## config.mk

```make
export PLATFORM = sky130hd
export DESIGN_NAME = lruc_cell
export DESIGN_NICKNAME = d
export VERILOG_FILES = /design/src/rtl/core/lru_cache_with_expiry_assert.svh /design/src/rtl/core/lruc_pkg.sv /design/src/rtl/core/lruc_cell.sv
export SDC_FILE = /design/constraint.sdc
export NUM_CORES = 1
export LEC_CHECK = 0
export BUFFER_PORTS_ARGS = -buffer_cell sky130_fd_sc_hd__buf_2
export CAP_MARGIN = 20
export CELL_PAD_IN_SITES_DETAIL_PLACEMENT = 0
export CELL_PAD_IN_SITES_GLOBAL_PLACEMENT = 1
export CORE_AREA = 3 3 239 241
export DETAILED_ROUTE_END_ITERATION = 10
export DIE_AREA = 0 0 242 244
export HOLD_SLACK_MARGIN = 0.06
export PLACE_DENSITY = 0.57
export SYNTH_ARGS = -nofsm -noshare
export SYNTH_HDL_FRONTEND = slang
export SYNTH_SLANG_ARGS = --single-unit
```

## constraint.sdc

```tcl
create_clock -name aclk -period 7 [get_ports aclk]
set_input_delay 0.7 -clock aclk [delete_from_list [all_inputs] [get_ports aclk]]
set_output_delay 0.7 -clock aclk [all_outputs]
set_load 0.1 [all_outputs]
```

## src/rtl/core/lru_cache_with_expiry_assert.svh

```systemverilog
// ----------------------------------------------------------------------------
// LRU cache assertion macros
// Shorthand for clocked, reset-qualified implication checks.
// ----------------------------------------------------------------------------
`ifndef LRU_CACHE_WITH_EXPIRY_ASSERT_SVH
`define LRU_CACHE_WITH_EXPIRY_ASSERT_SVH

// same-cycle implication
`define LRUC_ASSERT_SAME(label, clk, rst_n, ante, cons, msg) \
    label: assert property (@(posedge clk) disable iff (!rst_n) (ante) |-> (cons)) \
        else $error(msg);

// next-cycle implication
`define LRUC_ASSERT_NEXT(label, clk, rst_n, ante, cons, msg) \
    label: assert property (@(posedge clk) disable iff (!rst_n) (ante) |=> (cons)) \
        else $error(msg);

`endif

```

## src/rtl/core/lruc_pkg.sv

```systemverilog
// ----------------------------------------------------------------------------
// LRU cache package
// Shared field widths, op codes, cell commands and defaults.
// ----------------------------------------------------------------------------
package lruc_pkg;

    // defaults for the top-level parameters
    localparam int CAPACITY_DEF   = 16;
    localparam int KEY_BITS_DEF   = 32;
    localparam int VALUE_BITS_DEF = 64;
    localparam int TIME_BITS_DEF  = 32;

    // fixed port field widths
    localparam int OP_W      = 2;
    localparam int KEY_W     = 32;
    localparam int VALUE_W   = 64;
    localparam int NOW_W     = 32;
    localparam int DATA_W    = 64;
    localparam int TOTAL_W   = 32;
    localparam int MAXENT_W  = 5;
    localparam int TTL_W     = 32;
    localparam int CFG_IDX_W = 1;

    // configuration register indexes
    localparam logic [CFG_IDX_W-1:0] CFG_MAX_ENTRIES = 1'd0;
    localparam logic [CFG_IDX_W-1:0] CFG_TTL         = 1'd1;

    typedef enum logic [OP_W-1:0] {
        OP_GET   = 2'd0,
        OP_PUT   = 2'd1,
        OP_INVAL = 2'd2,
        OP_CLEAR = 2'd3
    } op_t;

    // what a cell loads on the update cycle
    typedef enum logic [2:0] {
        CELL_HOLD  = 3'd0,
        CELL_PREV  = 3'd1,  // take neighbour towards the head
        CELL_NEXT  = 3'd2,  // take neighbour towards the tail
        CELL_HEAD  = 3'd3,  // load the head bus
        CELL_CLEAR = 3'd4
    } cell_cmd_t;

    typedef struct packed {
        logic match;
        logic expired;
    } cell_stat_t;

endpackage

```

## src/rtl/core/lruc_cell.sv

```systemverilog
// ----------------------------------------------------------------------------
// LRU cache cell
// One entry of the recency chain: tag compare, age check and neighbour load.
// ----------------------------------------------------------------------------
module lruc_cell #(
    parameter int KEY_BITS   = 32,
    parameter int VALUE_BITS = 64,
    parameter int TIME_BITS  = 32,
    parameter int ENT_W      = 1 + KEY_BITS + VALUE_BITS + TIME_BITS
) (
    input  logic                     aclk,
    input  logic                     aresetn,
    input  lruc_pkg::cell_cmd_t      cmd,
    input  logic [ENT_W-1:0]         prev_ent,
    input  logic [ENT_W-1:0]         next_ent,
    input  logic [ENT_W-1:0]         head_ent,
    input  logic [KEY_BITS-1:0]      req_tag,
    input  logic [TIME_BITS-1:0]     req_now,
    input  logic [lruc_pkg::TTL_W-1:0] ttl,
    output logic [ENT_W-1:0]         ent,
    output lruc_pkg::cell_stat_t     stat
);
    import lruc_pkg::*;

    localparam int PAY_W = KEY_BITS + VALUE_BITS + TIME_BITS;
    localparam int AGE_W = (TIME_BITS > TTL_W) ? TIME_BITS : TTL_W;

    logic             valid_reg, valid_next;
    logic [PAY_W-1:0] pay_reg, pay_next;
    logic [TIME_BITS-1:0] age;

    always_comb begin
        valid_next = valid_reg;
        pay_next   = pay_reg;
        unique case (cmd)
            CELL_HOLD: begin
                valid_next = valid_reg;
            end
            CELL_PREV: begin
                valid_next = prev_ent[ENT_W-1];
                pay_next   = prev_ent[PAY_W-1:0];
            end
            CELL_NEXT: begin
                valid_next = next_ent[ENT_W-1];
                pay_next   = next_ent[PAY_W-1:0];
            end
            CELL_HEAD: begin
                valid_next = head_ent[ENT_W-1];
                pay_next   = head_ent[PAY_W-1:0];
            end
            CELL_CLEAR: begin
                valid_next = 1'b0;
            end
            default: begin
                valid_next = valid_reg;
            end
        endcase
    end

    always_ff @(posedge aclk) begin
        if (!aresetn) begin
            valid_reg <= 1'b0;
        end else begin
            valid_reg <= valid_next;
        end
    end

    always_ff @(posedge aclk) begin
        pay_reg <= pay_next;
    end

    // wrapping age against the stamp, low bits hold the stamp
    assign age = req_now - pay_reg[TIME_BITS-1:0];

    assign stat.match   = valid_reg && (pay_reg[PAY_W-1 -: KEY_BITS] == req_tag);
    assign stat.expired = (ttl != '0) && (AGE_W'(age) > AGE_W'(ttl));

    assign ent = {valid_reg, pay_reg};

endmodule

```

==> impl_results.rst <==
.. list-table::
   :header-rows: 1

   * - Metric
     - Value
   * - Layout area overhead
     - 46.9%
   * - Top library cells by usage in the layout, fill and taps aside
     - sky130_fd_sc_hd__buf_2, sky130_fd_sc_hd__nand2_1, sky130_fd_sc_hd__o21ai_0, sky130_fd_sc_hd__mux2i_1, sky130_fd_sc_hd__edfxtp_1
   * - Crit path max-delay cell type
     - sky130_fd_sc_hd__a221oi_2
   * - Row count
     - 86
   * - Antenna violations before repair
     - 21
   * - Leading cell type in the layout, fill and taps excluded
     - sky130_fd_sc_hd__buf_2
   * - CTS-repair resized insts
     - 0
   * - Max Buffers Root-to-Sink
     - 2
   * - CP bufs+invs
     - 4
   * - Worst setup EP type
     - output pin
   * - Via count
     - 9831
   * - Placement Setup Slack
     - 1.08 ns
   * - Classification of the worst setup path
     - primary input to output pin
   * - Lkg Pwr
     - 6.91 nW
   * - Final count of negative-setup-slack endpoints
     - 0
   * - CTS Root Cell
     - sky130_fd_sc_hd__clkbuf_16
   * - TritonCTS clock tree
     - yes
   * - Count of different cell masters after synthesis
     - 49
   * - Core area
     - 55100 um^2
   * - Clk_lat worst skew
     - 0.46 ns
   * - Worst min-delay path category
     - primary input to flip-flop
   * - Area of the multi-input gates
     - 5290 um^2
   * - Clock-pin slew on the worst setup and hold paths
     - 0.06 ns
   * - Final Max Slew Viols
     - 0
   * - Power Dens Cells
     - 235 nW/um^2
   * - Number of H-tree levels
     - 4
   * - Smallest setup slack after layout
     - 1.05 ns
   * - Global-route wire length before repair
     - 65400 um
   * - All-Layer GR Usage
     - 15.1%
   * - Launching point of the worst reg2reg path
     - valid_reg
   * - Fill cells
     - 6148
   * - Antenna-violating nets left
     - 0
   * - Launch point of the worst path
     - req_now[0]
   * - CP cell instances
     - buf_2, inv_1, ha_1, inv_1, fa_1, a21o_1, a221oi_2, nor3_1, o31a_1, a211o_1, a21oi_1, xnor2_1, ha_1, and3_1, a221o_1, a221oi_1, o21ai_0, nor2_1, a21oi_1, buf_2
   * - TritonCTS sink count
     - 129
   * - Routing layer with the top usage in global route
     - met2
   * - Number of global-route vias before repair
     - 10300
   * - Pin count of the biggest net entering global routing
     - 128
   * - Fmax
     - 0.168 GHz
   * - Kind of start point of the critical path
     - primary input
   * - GPL Wtd Cong
     - 0.918
   * - Synth Instances
     - 1025
   * - Nets
     - 2164
   * - DRT Wirelength
     - 46000 um
   * - Yosys warning count
     - 0
   * - Global-route track usage on met3
     - 5.13%
   * - Top Family by Delay on Critical Path
     - compound AO/OA/AOI/OAI gates
   * - Total iterations of the first detailed-routing run
     - 5
   * - Mapped Area
     - 9610 um^2
   * - Worst setup slack for register-to-register paths
     - 6.23 ns
   * - Overflow left after global routing
     - 0
   * - CP Data Arrival Time
     - 5.25 ns
   * - Area taken by flip-flops and latches
     - 3860 um^2
   * - Fraction of layout instances using a drive strength above 1
     - 40.6%
   * - Delay of the slowest cell on the worst path
     - 0.40 ns
   * - GR met1 Demand/Resource
     - 16.4%
   * - Data required time at the worst endpoint
     - 6.30 ns
   * - Mean cell area of the mapped netlist
     - 9.38 um^2
   * - Die boundary height
     - 244 um
   * - Capture instance of the worst register-to-register path
     - valid_reg
   * - Final period demand of the worst path
     - 5.95 ns
   * - Total half-perimeter wirelength after legalization and detailed placement
     - 39400 um
   * - Syn nets
     - 1577
   * - #FFs+latches synth
     - 129
   * - I/O pins
     - 619
   * - Run status
     - completed
   * - RSZ-0062 raised after global routing
     - no
   * - Num CTS Buffers
     - 17
   * - Final Skew
     - 0 ns
   * - Initial cell density of the core
     - 17.4%
   * - Normalized max-slew margin
     - 36.7%
   * - Area of the die
     - 59000 um^2
   * - Max FFs per register
     - 128
   * - Number of hold violations in the final report
     - 0
   * - Via-per-instance ratio
     - 4.12
   * - Post-synthesis async set-or-reset flop share
     - 0%
   * - Most frequently used flop master after synthesis
     - sky130_fd_sc_hd__edfxtp_1
   * - Part of the Yosys area used for sequential elements
     - 40.2%
   * - Post-route fraction of the period consumed by the critical path
     - 85.0%
   * - Number of violations reported at the end of detailed-routing iteration 0
     - 471
   * - Post-Route Setup TNS
     - 0 ns
   * - Remaining routing DRC violations
     - 0
   * - Largest voltage drop on the vdd net
     - 181 uV
   * - Maximum fanout along the worst path
     - 4
   * - Worst reg-to-reg path cell count
     - 3
   * - Met2 track demand over resource
     - 27.2%
   * - Critical path capture point
     - stat[0]
   * - Die width
     - 242 um
   * - CTS Hold Buffers Added
     - 0
   * - Total of buffers placed on input and output ports
     - 618
   * - Final core utilization
     - 25.6%
   * - Routed len/inst
     - 19.3 um
   * - Stages on the worst setup path
     - 20
   * - Worst slew pin tran
     - 0.950 ns
   * - Sum of internal, switching and leakage power
     - 3.31 mW
   * - Post-synth EDFFs
     - 128
   * - Buffers inserted during post-CTS setup optimization
     - 0
   * - Maxcap violations
     - 0
==> synthesized netlist by cell type (3+ instances only) <==
cell type | number | share of area (%)
sky130_fd_sc_hd__xor2_1 | 17 | 1.5
sky130_fd_sc_hd__a21oi_1 | 41 | 2.1
sky130_fd_sc_hd__o21ai_0 | 144 | 7.5
sky130_fd_sc_hd__a211oi_1 | 3 | 0.23
sky130_fd_sc_hd__nor2_1 | 25 | 0.98
sky130_fd_sc_hd__a31oi_1 | 4 | 0.26
sky130_fd_sc_hd__a21boi_0 | 3 | 0.23
sky130_fd_sc_hd__nor3_1 | 9 | 0.47
sky130_fd_sc_hd__nor2b_1 | 5 | 0.33
sky130_fd_sc_hd__a21o_1 | 22 | 1.7
sky130_fd_sc_hd__inv_1 | 68 | 2.7
sky130_fd_sc_hd__nand2_1 | 164 | 6.4
sky130_fd_sc_hd__edfxtp_1 | 128 | 40
sky130_fd_sc_hd__xnor2_1 | 44 | 4.0
sky130_fd_sc_hd__clkbuf_1 | 52 | 2.0
sky130_fd_sc_hd__nand4_1 | 20 | 1.3
sky130_fd_sc_hd__a221oi_1 | 4 | 0.36
sky130_fd_sc_hd__buf_1 | 3 | 0.12
sky130_fd_sc_hd__o211ai_1 | 5 | 0.39
sky130_fd_sc_hd__or4_1 | 3 | 0.23
sky130_fd_sc_hd__nand3_1 | 10 | 0.52
sky130_fd_sc_hd__nor4_1 | 14 | 0.91
sky130_fd_sc_hd__o21bai_1 | 4 | 0.31
sky130_fd_sc_hd__and3_1 | 5 | 0.33
sky130_fd_sc_hd__nand2b_1 | 4 | 0.26
sky130_fd_sc_hd__o21a_1 | 5 | 0.39
sky130_fd_sc_hd__ha_1 | 63 | 8.2
sky130_fd_sc_hd__mux2i_1 | 130 | 14
==> layer usage <==
layer,wire length [um],vias to the layer above
met4,1160,2
met3,3270,57
met5,13,-
met1,17700,4513
li1,-,4893
met2,23800,366
==> worst min path at each step <==
stage	start	to	cells past startpoint
after global routing	aresetn	valid_reg	2
after detailed placement	valid_reg	valid_reg	3
after global placement	valid_reg	valid_reg	3
after CTS	aresetn	valid_reg	2
after floorplan	valid_reg	valid_reg	3
final	aresetn	valid_reg	2
==> final cells by class <==
class	instances	share of cell area, %
antenna	12	0.213
inverter	68	1.81
clock buffer	17	3.01
clock inverter	14	1.11
tap	748	6.63
multi-input combinational	772	37.5
sequential	129	27.4
timing repair buffer	624	22.4
==> cell families after synthesis <==
kind of cell	Yosys count	share of synthesized area (%)
AO/OA/AOI/OAI	249	15.0
XOR/XNOR	61	5.56
adder cells (fa/ha/maj)	64	8.41
buffers and inverters	124	4.88
flip-flops	129	40.2
multiplexers	131	13.7
AND/OR/NAND/NOR	267	12.3
==> through the flow <==
stage	cells	area [um^2]	hold WS [ns]
6_report	2384	14100	0.440
3_5_place_dp	2341	13500	0.708
2_1_floorplan	1025	9610	0.550
5_1_grt	2380	14100	0.413
4_1_cts	2372	14100	0.385
3_3_place_gp	2341	13500	0.700
==> power breakdown <==
part           total [mW]  internal [mW]  switching, mW
logic                1.41          0.393           1.02
clock network       0.917          0.526          0.390
registers           0.987          0.945         0.0421
total                3.31           1.86           1.45
(Power assumes the default switching activity.)
